$ cat src/hw/rtl/compare_rate_channel_controller_top_macros.svh
// ----------------------------------------------------------------------------
// compare rate channel controller assertion macros
// shared concurrent assertion forms for the rtl files
// ----------------------------------------------------------------------------
`ifndef COMPARE_RATE_CHANNEL_CONTROLLER_TOP_MACROS_SVH
`define COMPARE_RATE_CHANNEL_CONTROLLER_TOP_MACROS_SVH

// same-cycle implication, off during reset
`define CRCC_ASSERT_IMP(lbl, clk, rst_n, ante, cons) \
  lbl: assert property (@(posedge clk) disable iff (!rst_n) (ante) |-> (cons)) \
    else $error("crcc assertion failed");

// next-cycle implication, off during reset
`define CRCC_ASSERT_NEXT(lbl, clk, rst_n, ante, cons) \
  lbl: assert property (@(posedge clk) disable iff (!rst_n) (ante) |=> (cons)) \
    else $error("crcc assertion failed");

`endif

$ cat src/hw/rtl/crcc_pkg.sv
// ----------------------------------------------------------------------------
// crcc_pkg
// widths, codes and controller/datapath interface types
// ----------------------------------------------------------------------------
package crcc_pkg;

  localparam int TICK_W    = 29;
  localparam int RATE_W    = 32;
  localparam int CH_W      = 4;
  localparam int MODE_W    = 2;
  localparam int CMD_W     = 2;
  localparam int HP_W      = 32;
  localparam int NUM_W     = 39;
  localparam int DEN_W     = 33;
  localparam int REM_W     = 34;
  localparam int DIV_STEPS = 39;
  localparam int DCNT_W    = 6;

  localparam logic [9:0] TICK_SCALE = 10'd1000;

  localparam logic [MODE_W-1:0] MODE_SET_RATE = 2'd0;
  localparam logic [MODE_W-1:0] MODE_DIS_ONE  = 2'd1;
  localparam logic [MODE_W-1:0] MODE_DIS_ALL  = 2'd2;

  localparam logic [CMD_W-1:0] CMD_NONE    = 2'd0;
  localparam logic [CMD_W-1:0] CMD_APPLY   = 2'd1;
  localparam logic [CMD_W-1:0] CMD_ENABLE  = 2'd2;
  localparam logic [CMD_W-1:0] CMD_DISABLE = 2'd3;

  localparam logic [1:0] CHSEL_ZERO  = 2'd0;
  localparam logic [1:0] CHSEL_REQ   = 2'd1;
  localparam logic [1:0] CHSEL_SWEEP = 2'd2;

  typedef struct packed {
    logic             load;
    logic             num_load;
    logic             div_step;
    logic             emit;
    logic [CMD_W-1:0] res_cmd;
    logic [1:0]       ch_sel;
    logic             acc;
    logic             last;
  } crcc_cmd_t;

  typedef struct packed {
    logic              slot_free;
    logic [MODE_W-1:0] mode;
    logic              axis_ok;
    logic              fault;
    logic              rate_zero;
    logic              rate_over;
    logic              div_done;
    logic              hp_bad;
    logic              apply_ok;
    logic              axis_en;
    logic              sweep_last;
  } crcc_sts_t;

endpackage

$ cat src/hw/rtl/crcc_datapath.sv
// ----------------------------------------------------------------------------
// crcc_datapath
// request latch, half-period divider, axis flags and result register
// ----------------------------------------------------------------------------
`include "compare_rate_channel_controller_top_macros.svh"

module crcc_datapath
  import crcc_pkg::*;
#(
  parameter int              AXIS_COUNT       = 4,
  parameter logic [RATE_W-1:0] MAX_RATE_MILLIHZ = 32'd100000000
) (
  input  logic              clk,
  input  logic              rst_n,
  input  logic [MODE_W-1:0] in_mode,
  input  logic [CH_W-1:0]   in_axis,
  input  logic [RATE_W-1:0] in_rate_millihz,
  input  logic              in_apply_ok,
  input  logic [TICK_W-1:0] tick_rate_hz,
  input  crcc_cmd_t         cmd,
  output crcc_sts_t         sts,
  output logic              out_valid,
  input  logic              out_stall,
  output logic [CMD_W-1:0]  out_command,
  output logic [CH_W-1:0]   out_channel,
  output logic [HP_W-1:0]   out_half_ticks,
  output logic              out_accepted,
  output logic              out_last
);

  localparam int AW = (AXIS_COUNT > 1) ? $clog2(AXIS_COUNT) : 1;

  logic [MODE_W-1:0]     mode_r;
  logic [CH_W-1:0]       axis_r;
  logic [RATE_W-1:0]     rate_r;
  logic                  ok_r;
  logic                  fault_r, fault_nxt;
  logic [AXIS_COUNT-1:0] en_r, en_nxt;
  logic [AW-1:0]         sweep_cnt_r, sweep_cnt_nxt;
  logic [NUM_W-1:0]      quo_r;
  logic [REM_W-1:0]      rem_r;
  logic [DEN_W-1:0]      den_r;
  logic [DCNT_W-1:0]     dcnt_r, dcnt_nxt;
  logic                  out_valid_r, out_valid_nxt;
  logic [CMD_W-1:0]      out_command_r;
  logic [CH_W-1:0]       out_channel_r;
  logic [HP_W-1:0]       out_half_ticks_r;
  logic                  out_accepted_r;
  logic                  out_last_r;

  logic [NUM_W-1:0] num_sum;
  logic [REM_W-1:0] shifted;
  logic [REM_W-1:0] diff;
  logic             q_bit;
  logic [AW-1:0]    idx;
  logic [CH_W-1:0]  res_ch;
  logic             axis_ok;
  logic             slot_free;

  // tick*1000 + rate fits in 39 bits
  assign num_sum = NUM_W'(tick_rate_hz) * NUM_W'(TICK_SCALE) + NUM_W'(rate_r);

  // restoring divider, one quotient bit per step
  assign shifted = {rem_r[REM_W-2:0], quo_r[NUM_W-1]};
  assign diff    = shifted - REM_W'(den_r);
  assign q_bit   = !diff[REM_W-1];

  assign axis_ok   = {1'b0, axis_r} < (CH_W+1)'(AXIS_COUNT);
  assign slot_free = !out_valid_r || !out_stall;
  assign idx       = (cmd.ch_sel == CHSEL_SWEEP) ? sweep_cnt_r : axis_r[AW-1:0];

  always_comb begin
    case (cmd.ch_sel)
      CHSEL_REQ:   res_ch = axis_r;
      CHSEL_SWEEP: res_ch = CH_W'(sweep_cnt_r);
      default:     res_ch = '0;
    endcase
  end

  always_comb begin
    en_nxt        = en_r;
    fault_nxt     = fault_r;
    sweep_cnt_nxt = sweep_cnt_r;
    dcnt_nxt      = dcnt_r;
    out_valid_nxt = out_valid_r && out_stall;
    if (cmd.emit) begin
      out_valid_nxt = 1'b1;
      if (cmd.res_cmd == CMD_DISABLE) begin
        en_nxt[idx] = 1'b0;
      end
      if (cmd.res_cmd == CMD_ENABLE) begin
        en_nxt[idx] = 1'b1;
      end
      if (cmd.res_cmd == CMD_APPLY && !ok_r) begin
        fault_nxt = 1'b1;
      end
      if (cmd.ch_sel == CHSEL_SWEEP) begin
        sweep_cnt_nxt = sweep_cnt_r + AW'(1);
      end
    end
    if (cmd.load) begin
      sweep_cnt_nxt = '0;
    end
    if (cmd.num_load) begin
      dcnt_nxt = '0;
    end else if (cmd.div_step) begin
      dcnt_nxt = dcnt_r + DCNT_W'(1);
    end
  end

  always_ff @(posedge clk) begin
    if (!rst_n) begin
      fault_r     <= 1'b0;
      en_r        <= '0;
      sweep_cnt_r <= '0;
      dcnt_r      <= '0;
      out_valid_r <= 1'b0;
    end else begin
      fault_r     <= fault_nxt;
      en_r        <= en_nxt;
      sweep_cnt_r <= sweep_cnt_nxt;
      dcnt_r      <= dcnt_nxt;
      out_valid_r <= out_valid_nxt;
    end
  end

  always_ff @(posedge clk) begin
    if (cmd.load) begin
      mode_r <= in_mode;
      axis_r <= in_axis;
      rate_r <= in_rate_millihz;
      ok_r   <= in_apply_ok;
    end
    if (cmd.num_load) begin
      quo_r <= num_sum;
      rem_r <= '0;
      den_r <= {rate_r, 1'b0};
    end else if (cmd.div_step) begin
      quo_r <= {quo_r[NUM_W-2:0], q_bit};
      rem_r <= q_bit ? diff : shifted;
    end
    if (cmd.emit) begin
      out_command_r    <= cmd.res_cmd;
      out_channel_r    <= res_ch;
      out_half_ticks_r <= (cmd.res_cmd == CMD_APPLY) ? quo_r[HP_W-1:0] : '0;
      out_accepted_r   <= cmd.acc;
      out_last_r       <= cmd.last;
    end
  end

  always_comb begin
    sts.slot_free  = slot_free;
    sts.mode       = mode_r;
    sts.axis_ok    = axis_ok;
    sts.fault      = fault_r;
    sts.rate_zero  = (rate_r == '0);
    sts.rate_over  = (rate_r > MAX_RATE_MILLIHZ);
    sts.div_done   = (dcnt_r == DCNT_W'(DIV_STEPS));
    sts.hp_bad     = (quo_r == '0) || (|quo_r[NUM_W-1:HP_W]);
    sts.apply_ok   = ok_r;
    sts.axis_en    = axis_ok && en_r[axis_r[AW-1:0]];
    sts.sweep_last = (sweep_cnt_r == AW'(AXIS_COUNT - 1));
  end

  assign out_valid      = out_valid_r;
  assign out_command    = out_command_r;
  assign out_channel    = out_channel_r;
  assign out_half_ticks = out_half_ticks_r;
  assign out_accepted   = out_accepted_r;
  assign out_last       = out_last_r;

  `CRCC_ASSERT_IMP(a_emit_slot_free, clk, rst_n, cmd.emit, slot_free)
  `CRCC_ASSERT_IMP(a_rem_below_den, clk, rst_n, dcnt_r != '0, rem_r < REM_W'(den_r))
  `CRCC_ASSERT_IMP(a_acc_on_last, clk, rst_n, cmd.emit && cmd.acc, cmd.last)
  `CRCC_ASSERT_IMP(a_no_apply_after_fault, clk, rst_n, fault_r, !(cmd.emit && cmd.res_cmd == CMD_APPLY))
  `CRCC_ASSERT_NEXT(a_refusal_latches, clk, rst_n, cmd.emit && cmd.res_cmd == CMD_APPLY && !ok_r, fault_r && sweep_cnt_r == '0)

endmodule

$ cat src/hw/rtl/crcc_ctrl.sv
// ----------------------------------------------------------------------------
// crcc_ctrl
// request sequencer: decode, divide, check and emit results one by one
// ----------------------------------------------------------------------------
module crcc_ctrl
  import crcc_pkg::*;
(
  input  logic      clk,
  input  logic      rst_n,
  input  logic      in_valid,
  output logic      in_stall,
  input  crcc_sts_t sts,
  output crcc_cmd_t cmd
);

  localparam logic [3:0] S_IDLE    = 4'd0;
  localparam logic [3:0] S_DECODE  = 4'd1;
  localparam logic [3:0] S_MUL     = 4'd2;
  localparam logic [3:0] S_DIV     = 4'd3;
  localparam logic [3:0] S_CHECK   = 4'd4;
  localparam logic [3:0] S_APPLY   = 4'd5;
  localparam logic [3:0] S_ENABLE  = 4'd6;
  localparam logic [3:0] S_SWEEP   = 4'd7;
  localparam logic [3:0] S_DIS_ONE = 4'd8;
  localparam logic [3:0] S_REJECT  = 4'd9;

  logic [3:0] state_r, state_nxt;

  always_comb begin
    state_nxt = state_r;
    cmd       = '0;
    unique case (state_r)
      S_IDLE: begin
        cmd.load = in_valid;
        if (in_valid) begin
          state_nxt = S_DECODE;
        end
      end
      S_DECODE: begin
        unique case (sts.mode)
          MODE_DIS_ALL: state_nxt = S_SWEEP;
          MODE_DIS_ONE: state_nxt = sts.axis_ok ? S_DIS_ONE : S_REJECT;
          MODE_SET_RATE: begin
            if (!sts.axis_ok || sts.fault) begin
              state_nxt = S_REJECT;
            end else if (sts.rate_zero) begin
              state_nxt = S_DIS_ONE;
            end else if (sts.rate_over) begin
              state_nxt = S_REJECT;
            end else begin
              state_nxt = S_MUL;
            end
          end
          default: state_nxt = S_REJECT;
        endcase
      end
      S_MUL: begin
        cmd.num_load = 1'b1;
        state_nxt    = S_DIV;
      end
      S_DIV: begin
        if (sts.div_done) begin
          state_nxt = S_CHECK;
        end else begin
          cmd.div_step = 1'b1;
        end
      end
      S_CHECK: begin
        state_nxt = sts.hp_bad ? S_REJECT : S_APPLY;
      end
      S_APPLY: begin
        cmd.emit    = sts.slot_free;
        cmd.res_cmd = CMD_APPLY;
        cmd.ch_sel  = CHSEL_REQ;
        cmd.acc     = sts.apply_ok && sts.axis_en;
        cmd.last    = sts.apply_ok && sts.axis_en;
        if (sts.slot_free) begin
          if (!sts.apply_ok) begin
            state_nxt = S_SWEEP;
          end else if (sts.axis_en) begin
            state_nxt = S_IDLE;
          end else begin
            state_nxt = S_ENABLE;
          end
        end
      end
      S_ENABLE: begin
        cmd.emit    = sts.slot_free;
        cmd.res_cmd = CMD_ENABLE;
        cmd.ch_sel  = CHSEL_REQ;
        cmd.acc     = 1'b1;
        cmd.last    = 1'b1;
        if (sts.slot_free) begin
          state_nxt = S_IDLE;
        end
      end
      S_SWEEP: begin
        // accepted only for a disable-all request, not after a refusal
        cmd.emit    = sts.slot_free;
        cmd.res_cmd = CMD_DISABLE;
        cmd.ch_sel  = CHSEL_SWEEP;
        cmd.acc     = sts.sweep_last && (sts.mode == MODE_DIS_ALL);
        cmd.last    = sts.sweep_last;
        if (sts.slot_free && sts.sweep_last) begin
          state_nxt = S_IDLE;
        end
      end
      S_DIS_ONE: begin
        cmd.emit    = sts.slot_free;
        cmd.res_cmd = CMD_DISABLE;
        cmd.ch_sel  = CHSEL_REQ;
        cmd.acc     = 1'b1;
        cmd.last    = 1'b1;
        if (sts.slot_free) begin
          state_nxt = S_IDLE;
        end
      end
      S_REJECT: begin
        cmd.emit    = sts.slot_free;
        cmd.res_cmd = CMD_NONE;
        cmd.ch_sel  = CHSEL_ZERO;
        cmd.acc     = 1'b0;
        cmd.last    = 1'b1;
        if (sts.slot_free) begin
          state_nxt = S_IDLE;
        end
      end
      default: state_nxt = S_IDLE;
    endcase
  end

  always_ff @(posedge clk) begin
    if (!rst_n) begin
      state_r <= S_IDLE;
    end else begin
      state_r <= state_nxt;
    end
  end

  assign in_stall = (state_r != S_IDLE);

endmodule

$ cat src/hw/rtl/compare_rate_channel_controller_top.sv
// ----------------------------------------------------------------------------
// compare_rate_channel_controller_top
// output-compare rate controller: set rate, disable one, disable all axes
// usage:
//   input channel (in_valid/in_stall) takes one item: mode, axis, rate in
//   millihertz and the apply acknowledge of the compare hardware.
//   result channel (out_valid/out_stall) gives one to AXIS_COUNT+1 commands
//   per item; out_last marks the final one, out_accepted can be set only there.
//   set rate: accept, decode, setup, the one-bit-per-cycle restoring divider
//   and range check, then one result per cycle while the receiver does not
//   stall. disable and reject items: accept and decode, then one result per
//   cycle while the receiver does not stall.
//   one item is in work at a time; in_stall is low only when idle, and
//   the registered result lets the next item enter while the last
//   result still waits. a stalled receiver holds the result register and
//   keeps the sequencer in its result states. reset: tick rate 1000000 hz,
//   fault clear, every axis disabled. apb register at byte 0: tick_rate_hz
//   (29 bits); the user writes it only while idle; not enforced by the block.
// ----------------------------------------------------------------------------
module compare_rate_channel_controller_top
  import crcc_pkg::*;
#(
  parameter int                AXIS_COUNT       = 4,
  parameter logic [RATE_W-1:0] MAX_RATE_MILLIHZ = 32'd100000000
) (
  input  logic              clk,
  input  logic              rst_n,
  input  logic              in_valid,
  output logic              in_stall,
  input  logic [MODE_W-1:0] in_mode,
  input  logic [CH_W-1:0]   in_axis,
  input  logic [RATE_W-1:0] in_rate_millihz,
  input  logic              in_apply_ok,
  output logic              out_valid,
  input  logic              out_stall,
  output logic [CMD_W-1:0]  out_command,
  output logic [CH_W-1:0]   out_channel,
  output logic [HP_W-1:0]   out_half_ticks,
  output logic              out_accepted,
  output logic              out_last,
  input  logic              psel,
  input  logic              penable,
  input  logic              pwrite,
  input  logic [2:0]        paddr,
  input  logic [31:0]       pwdata,
  output logic [31:0]       prdata,
  output logic              pready
);

  logic [TICK_W-1:0] tick_r;
  crcc_cmd_t         cmd;
  crcc_sts_t         sts;

  assign pready = 1'b1;

  always_ff @(posedge clk) begin
    if (!rst_n) begin
      tick_r <= TICK_W'(1000000);
    end else if (psel && penable && pwrite && !paddr[2]) begin
      tick_r <= pwdata[TICK_W-1:0];
    end
  end

  assign prdata = paddr[2] ? '0 : 32'(tick_r);

  crcc_ctrl u_ctrl (
    .clk      (clk),
    .rst_n    (rst_n),
    .in_valid (in_valid),
    .in_stall (in_stall),
    .sts      (sts),
    .cmd      (cmd)
  );

  crcc_datapath #(
    .AXIS_COUNT       (AXIS_COUNT),
    .MAX_RATE_MILLIHZ (MAX_RATE_MILLIHZ)
  ) u_datapath (
    .clk             (clk),
    .rst_n           (rst_n),
    .in_mode         (in_mode),
    .in_axis         (in_axis),
    .in_rate_millihz (in_rate_millihz),
    .in_apply_ok     (in_apply_ok),
    .tick_rate_hz    (tick_r),
    .cmd             (cmd),
    .sts             (sts),
    .out_valid       (out_valid),
    .out_stall       (out_stall),
    .out_command     (out_command),
    .out_channel     (out_channel),
    .out_half_ticks  (out_half_ticks),
    .out_accepted    (out_accepted),
    .out_last        (out_last)
  );

endmodule
$ cat config.mk
export PLATFORM = sky130hd
export DESIGN_NAME = compare_rate_channel_controller_top
export DESIGN_NICKNAME = d
export VERILOG_FILES = /design/src/hw/rtl/crcc_pkg.sv /design/src/hw/rtl/crcc_datapath.sv /design/src/hw/rtl/crcc_ctrl.sv /design/src/hw/rtl/compare_rate_channel_controller_top.sv
export VERILOG_INCLUDE_DIRS = /design/src /design/src/hw/rtl
export SDC_FILE = /design/constraint.sdc
export NUM_CORES = 1
export LEC_CHECK = 0
export ABC_AREA = 0
export BUFFER_PORTS_ARGS = -buffer_cell sky130_fd_sc_hd__buf_4
export CAP_MARGIN = 20
export CORE_MARGIN = 5
export CORE_UTILIZATION = 55
export CTS_BUF_LIST = sky130_fd_sc_hd__clkbuf_4
export DETAILED_ROUTE_END_ITERATION = 6
export PLACE_DENSITY = 0.78
export SETUP_SLACK_MARGIN = 0.3
export SYNTH_ARGS = -nofsm -noshare
export SYNTH_HDL_FRONTEND = slang
export SYNTH_SLANG_ARGS = --single-unit
$ cat constraint.sdc
create_clock -name clk -period 8.33 [get_ports clk]
set_clock_uncertainty 0.2 [all_clocks]
set_input_delay 1.2495 -clock clk [delete_from_list [all_inputs] [get_ports clk]]
set_output_delay 1.2495 -clock clk [all_outputs]
set_load 0.02 [all_outputs]
==> results of run 1 <==
==> flip-flops by register name, indices dropped and copies added (netlist names), 3 cells and up, named ones only <==
signal                     count
u_ctrl.state_r                 4
u_datapath.rem_r              33
u_datapath.quo_r              39
tick_r                        29
u_datapath.axis_r              4
u_datapath.out_channel         4
u_datapath.den_r              32
u_datapath.dcnt_r              6
u_datapath.rate_r             32
u_datapath.en_r                3
u_datapath.out_half_ticks     32
==> worst max path at each step <==
| stage | start | slack, ps | depth (start not counted) | end |
|---|---|---|---|---|
| floorplan | tick_r[3] | 1590 | 27 | u_datapath.quo_r[34] |
| global placement | tick_r[3] | 890 | 27 | u_datapath.quo_r[37] |
| detailed placement | tick_r[3] | 790 | 27 | u_datapath.quo_r[38] |
| CTS | tick_r[3] | 790 | 27 | u_datapath.quo_r[38] |
| global route | tick_r[4] | 320 | 27 | u_datapath.quo_r[37] |
| finish | tick_r[4] | 770 | 27 | u_datapath.quo_r[38] |
==> cell usage in the layout (no fill, tap or decap), types with 18 or more instances in the layout <==
| cell type | netlist | routed |
|---|---|---|
| o211ai_1 | 27 | 27 |
| clkinv_1 | 0 | 19 |
| nand2_1 | 209 | 209 |
| ha_1 | 145 | 145 |
| fa_1 | 108 | 108 |
| nor3_1 | 23 | 23 |
| dfxtp_1 | 80 | 79 |
| and2_1 | 41 | 41 |
| clkbuf_4 | 0 | 85 |
| o21ai_0 | 84 | 84 |
| xor2_1 | 33 | 33 |
| buf_4 | 5 | 155 |
| nand4_1 | 27 | 27 |
| nand2b_1 | 18 | 18 |
| nor2_1 | 99 | 99 |
| a21o_1 | 39 | 39 |
| a21oi_1 | 116 | 115 |
| inv_1 | 193 | 193 |
| a21boi_0 | 28 | 28 |
| edfxtp_1 | 150 | 150 |
| xnor2_1 | 54 | 54 |
| nand3_1 | 21 | 21 |
==> synth_stat cells (39+ instances only) <==
library cell,count
o21ai_0,84
edfxtp_1,150
dfxtp_1,80
xnor2_1,54
nand2_1,209
nor2_1,99
fa_1,108
inv_1,193
ha_1,145
a21oi_1,116
clkbuf_1,42
a21o_1,39
and2_1,41
==> routing by layer <==
metal  global-route usage, %  routed length (um)  part of all wire (%)
met5                       0                   0                     0
met4                    8.61                1380                   3.3
met3                    4.10                2080                   4.9
met2                    42.5               21800                    51
met1                    28.6               17100                    40
==> logic make-up after synthesis <==
| family | count (synthesis) | synth area share [%] |
|---|---|---|
| xor gates and xnor gates | 87 | 4.39 |
| AOI/OAI and AO/OA | 422 | 16.1 |
| muxes | 4 | 0.310 |
| and+or+nand+nor | 541 | 15.4 |
| DFF | 230 | 35.2 |
| other | 2 | 0.0433 |
| adders and majority gates | 253 | 22.9 |
| buffers and inverters | 249 | 5.68 |
==> power by group <==
| group | total [mW] | switching (mW) | internal [mW] |
|---|---|---|---|
| clock network | 1.04 | 0.498 | 0.540 |
| registers | 1.81 | 0.213 | 1.59 |
| logic | 2.84 | 1.74 | 1.10 |
==> worst reg2reg max path: cells and delay by family (launching register included) <==
kind,cells,cell delay [ps]
simple gates,2,270
buf+inv,2,200
flops,1,420
compound gates,15,3140
xor+xnor,2,330
fa+ha+maj,6,2710
==> stage by stage <==
| stage | cells | instance area (um2) | utilization (%) | hold WS (ps) | setup slack (ps) |
|---|---|---|---|---|---|
| finish | 2411 | 19700 | 62.6 | 263 | 766 |
| global route | 2411 | 19700 | 62.6 | 292 | 319 |
| CTS | 2406 | 19600 | 62.4 | 271 | 790 |
| detailed placement | 2291 | 18800 | 59.8 | 280 | 795 |
| global placement | 2291 | 18800 | 59.8 | 274 | 891 |
| floorplan | 1790 | 17400 | - | 236 | 1590 |
==> timing repair <==
| action | 4_1_cts | 5_1_grt |
|---|---|---|
| hold endpoints to repair | 0 | 0 |
| setup endpoints to repair | 0 | 1 |
| hold buffers | 0 | 0 |
| resized for setup | 0 | 3 |
==> final cells by class <==
class                   instances  share of cell area (%)
diodes                          3                  0.0382
clock buffers                  85                    3.25
clock inverters                30                   0.929
inverters                     193                    3.69
multi-input cells            1311                    52.4
flip-flops and latches        230                    31.1
well taps                     402                    2.56
repair buffers                157                    6.07
==> reports/metrics.yaml, run 1 <==
syn_area_per_cell_um2: 9.71
grt_pass1_wl_mm: 68.8
hold_class: "reg -> reg"
netlist_instances: 1788
hold_viol_final: 0
hold_start: "u_datapath.rate_r[11]"
grt_pass1_vias: 13900
drt_iter0_markers: 952
n_fill_cell: 2563
hpwl_mm: 32.5
fmax_ghz: 0.132
antenna_found_initial: 1
fin_nets: 2288
arrival_ps: 7830
cp_slowest_stage_delay_ps: 540
root_buffer: "clkbuf_4"
fin_setup_tns_ps: 0
rr_worst_depth: 27
cp_slowest_cell: "fa_1"
cts_buffers: 61
insertion_delay_ps: 780
synth-main-ff-cell: "edfxtp_1"
die_w_um: 188
finalSetupViolCount: 0
synth_warnings: 0
worstSetupPathType: "reg -> reg"
ant_nets: 0
worstSetupStartpointType: "flip-flop"
peakVddDrop_mv: 0.212
whs_path_depth: 0
cp_max_fo: 6
ff2ff_setup_slack_ps: 770
cts.sinks: 230
clockBufferDepth: 3
core.rowCount: 65
seq_area_mm2: 0.00611
multi_input_area_mm2: 0.0103
viasPerCell: 5.72
power_mw: 5.68
syn_to_final_growth_pct: 13.2
drive_above_1_share_pct: 14.6
whs_endpoint: "u_datapath.den_r[12]"
yosysTopAreaCellShare_pct: 26.0
io_pins: 156
netlist_area_mm2: 0.0174
min_period_ps: 7560
wl_per_cell_um: 17.6
drt-total-wl_mm: 42.3
status: "finished clean"
yosysSeqAreaShare_pct: 35.2
final.period_utilization_pct: 90.8
rsz0062_at_grt: "false"
synthTopCellsByArea: "edfxtp_1 26%, fa_1 12%, ha_1 10%"
async_flop_share_pct: 0
cts_setup_buffers: 0
cp-end-kind: "flip-flop"
die_y_um: 188
critical_path.top_delay_family: "compound AO/OA/AOI/OAI gates"
gp_congestion: 0.915
worstReg2RegStart: "tick_r[4]"
yosys.area.top_type: "edfxtp_1"
grt.overflow.total: 0
power_density_mw_per_mm2: 289
path_clk_slew_ps: 70
critical_path_buf_inv_count: 2
timing.rr.end: "u_datapath.quo_r[38]"
initial_utilization_pct: 55.3
tightest_slew_ps: 1050
synth_edf_count: 150
cts-htree-levels: 2
synth-seq-cells: 230
drv_cap: 0
grt_max_degree: 75
die-area_mm2: 0.0352
track_usage_pct: 23.7
drcViolationCount: 0
required_ps: 8590
num_vias: 13800
port_buffers: 146
slew_violations: 0
yosysUniqueCellTypes: 90
core_area_mm2: 0.0314
cts_tree: "done"
slew_headroom_pct: 29.8
drt_first_pass_iters: 6
leakage_nw: 8.60
Power figures use the tool's default switching activity.
==> inputs of run 2 (changes only) <==
- CORE_ASPECT_RATIO: default -> 0.6
- CORE_MARGIN: 5 -> 2
- PLACE_DENSITY: 0.78 -> 0.81
- clock period: 8.33 -> 6.6 ns (I/O delays scaled with it)
==> reports/metrics.yaml, run 2 (same netlist as run 1, synthesis figures left out) <==
stdcell_area_mm2: 0.0209  # +6.1%
mostFrequentLayoutCells: "259 x buf_4, 204 x nand2_1, 179 x inv_1, 150 x edfxtp_1, 136 x ha_1"
worstSetupPathType: "reg -> reg"
port_buffers: 146  # unchanged
hold_viol_final: 0  # unchanged
finalSetupViolCount: 4  # +4
ff2ff_setup_slack_ps: -70  # -830 ps
cts_tree: "done"
slew_violations: 0  # unchanged
drt-total-wl_mm: 46.2  # +9.2%
hold_slack_ps: 211  # -52.0 ps
root_buffer: "clkbuf_4"
largest_reg_flops: 39  # unchanged
syn_to_final_growth_pct: 20.2
viasPerCell: 5.85  # +2.2%
regMostFlops: "u_datapath.quo_r"
top_layer: "met4"
drive_above_1_share_pct: 21.9  # +7.3 points
place_area_mm2: 0.0195  # +4.1%
wl_per_cell_um: 18.3  # +4.3%
power_density_mw_per_mm2: 391  # +35%
cp_slowest_cell: "fa_1"
final_common_cell: "buf_4"
cts_buffers: 57  # -6.6%
final.period_utilization_pct: 101  # +10 points
initial_utilization_pct: 55.8  # +0.53 points
status: "complete, but fails checks"
min_period_ps: 6670  # -898 ps
num_vias: 14800  # +7.0%
path_clk_slew_ps: 80  # about the same
antenna_found_initial: 1  # unchanged
io_pins: 156  # unchanged
fmax_ghz: 0.150  # +13%
tightest_slew_ps: 1120  # +64.8 ps
drv_cap: 0  # unchanged
grt.overflow.total: 0  # unchanged
fin_ws_ps: -66.8  # -832 ps
arrival_ps: 6950  # -880 ps
grt_pass1_wl_mm: 73.4  # +6.7%
cts.sinks: 230  # unchanged
critical_path.top_delay_family: "adder cells"
violations: "negative setup slack"
hpwl_mm: 34.2  # +5.2%
cp_slowest_stage_delay_ps: 520  # -20 ps
cp_max_fo: 6  # unchanged
cts_hold_buf: 0  # unchanged
drt_first_pass_iters: 6  # unchanged
track_usage_pct: 28.1  # +4.4 points
drcViolationCount: 0  # unchanged
drt_iter0_markers: 1379  # +45%
die_w_um: 233  # +24%
worstSetupStartpointType: "flip-flop"
top_regs: "u_datapath.quo_r x39, u_datapath.rem_r x33"
die-area_mm2: 0.0330  # -6.2%
slew_headroom_pct: 25.5  # -4.3 points
fin_nets: 2393  # +4.6%
grt_max_degree: 74  # -1.3%
rsz0062_at_grt: "true"
critical_path_buf_inv_count: 7  # +5
met1Wirelength_mm: 20.1  # +18%
ant_nets: 0  # unchanged
leakage_nw: 9.14  # +6.3%
hold_class: "in -> reg"
met2_length_mm: 20.3  # -6.7%
core_area_mm2: 0.0311  # -0.96%
die_y_um: 142  # -25%
clockBufferDepth: 3  # unchanged
core.rowCount: 50  # -23%
peakVddDrop_mv: 0.432  # +100%
grt_pass1_vias: 14500  # +4.2%
dr_wl_met3_mm: 4.40  # +110%
cp-end-kind: "flip-flop"
gp_congestion: 0.956  # +4.4%
crit_top_cell: "inv_1"
cts-htree-levels: 2  # unchanged
insertion_delay_ps: 760  # -20 ps
required_ps: 6880  # -1710 ps
run 2: cell count changes in the layout (fill, tap and decap cells not counted), moves of 8 or more:
cell | previous run | this run
a21oi_1 | 115 | 101
a21oi_2 | 2 | 14
buf_4 | 155 | 259
clkbuf_4 | 85 | 74
ha_1 | 145 | 136
ha_4 | 0 | 8
inv_1 | 193 | 179
inv_2 | 0 | 12
o21ai_0 | 84 | 71
run 2: layer usage:
metal,track usage [%],vias up
met5,0,-
met4,9.79,0
met3,6.67,105
met2,42.6,689
met1,39.4,7068
li1,-,6897
run 2: area by class of cell:
type,count,area [um2]
multi-input combinational,1311,10700
fill,2368,10200
sequential,230,6120
timing repair buffer,266,2030
inverter,193,732
clock buffer,74,556
tap,416,520
clock inverter,33,190
antenna,1,2.50
run 2: timing repair:
item / in CTS / in global routing
gates cloned: 0 / 0
pin swaps: 28 / 16
buffers inserted: 11 / 10
resized for setup: 57 / 31
setup endpoints to repair: 11 / 15
run 2: through the flow:
| step | TNS (ps) | power [mW] | worst slack (ps) | cells | utilization, % |
|---|---|---|---|---|---|
| final | -110 | 8.15 | -66.8 | 2524 | 67.1 |
| after global routing | -3050 | 8.68 | -448 | 2524 | 67.1 |
| after CTS | -36.7 | 7.72 | -36.7 | 2511 | 66.3 |
| after detailed placement | -848 | 6.11 | -213 | 2393 | 62.9 |
| after global placement | -21.6 | 5.97 | -21.6 | 2393 | 62.9 |
| after floorplan | 0 | 4.81 | 306 | 1790 | - |
run 2: power breakdown:
part	switching [mW]	internal, mW	total (mW)	leakage [nW]
logic	2.59	2.02	4.61	6.67
clock network	0.642	0.610	1.25	0.428
registers	0.286	2.01	2.30	2.04
total	3.51	4.64	8.15	9.14
run 2: worst paths after layout:
| check | startpoint | to | depth (start not counted) |
|---|---|---|---|
| worst min register to register | u_datapath.rem_r[30] | u_datapath.rem_r[30] | 2 |
| worst max register to register | tick_r[14] | u_datapath.quo_r[34] | 26 |
| worst min-delay path | in_rate_millihz[24] | u_datapath.rate_r[24] | 1 |
| worst max-delay path | tick_r[14] | u_datapath.quo_r[34] | 26 |
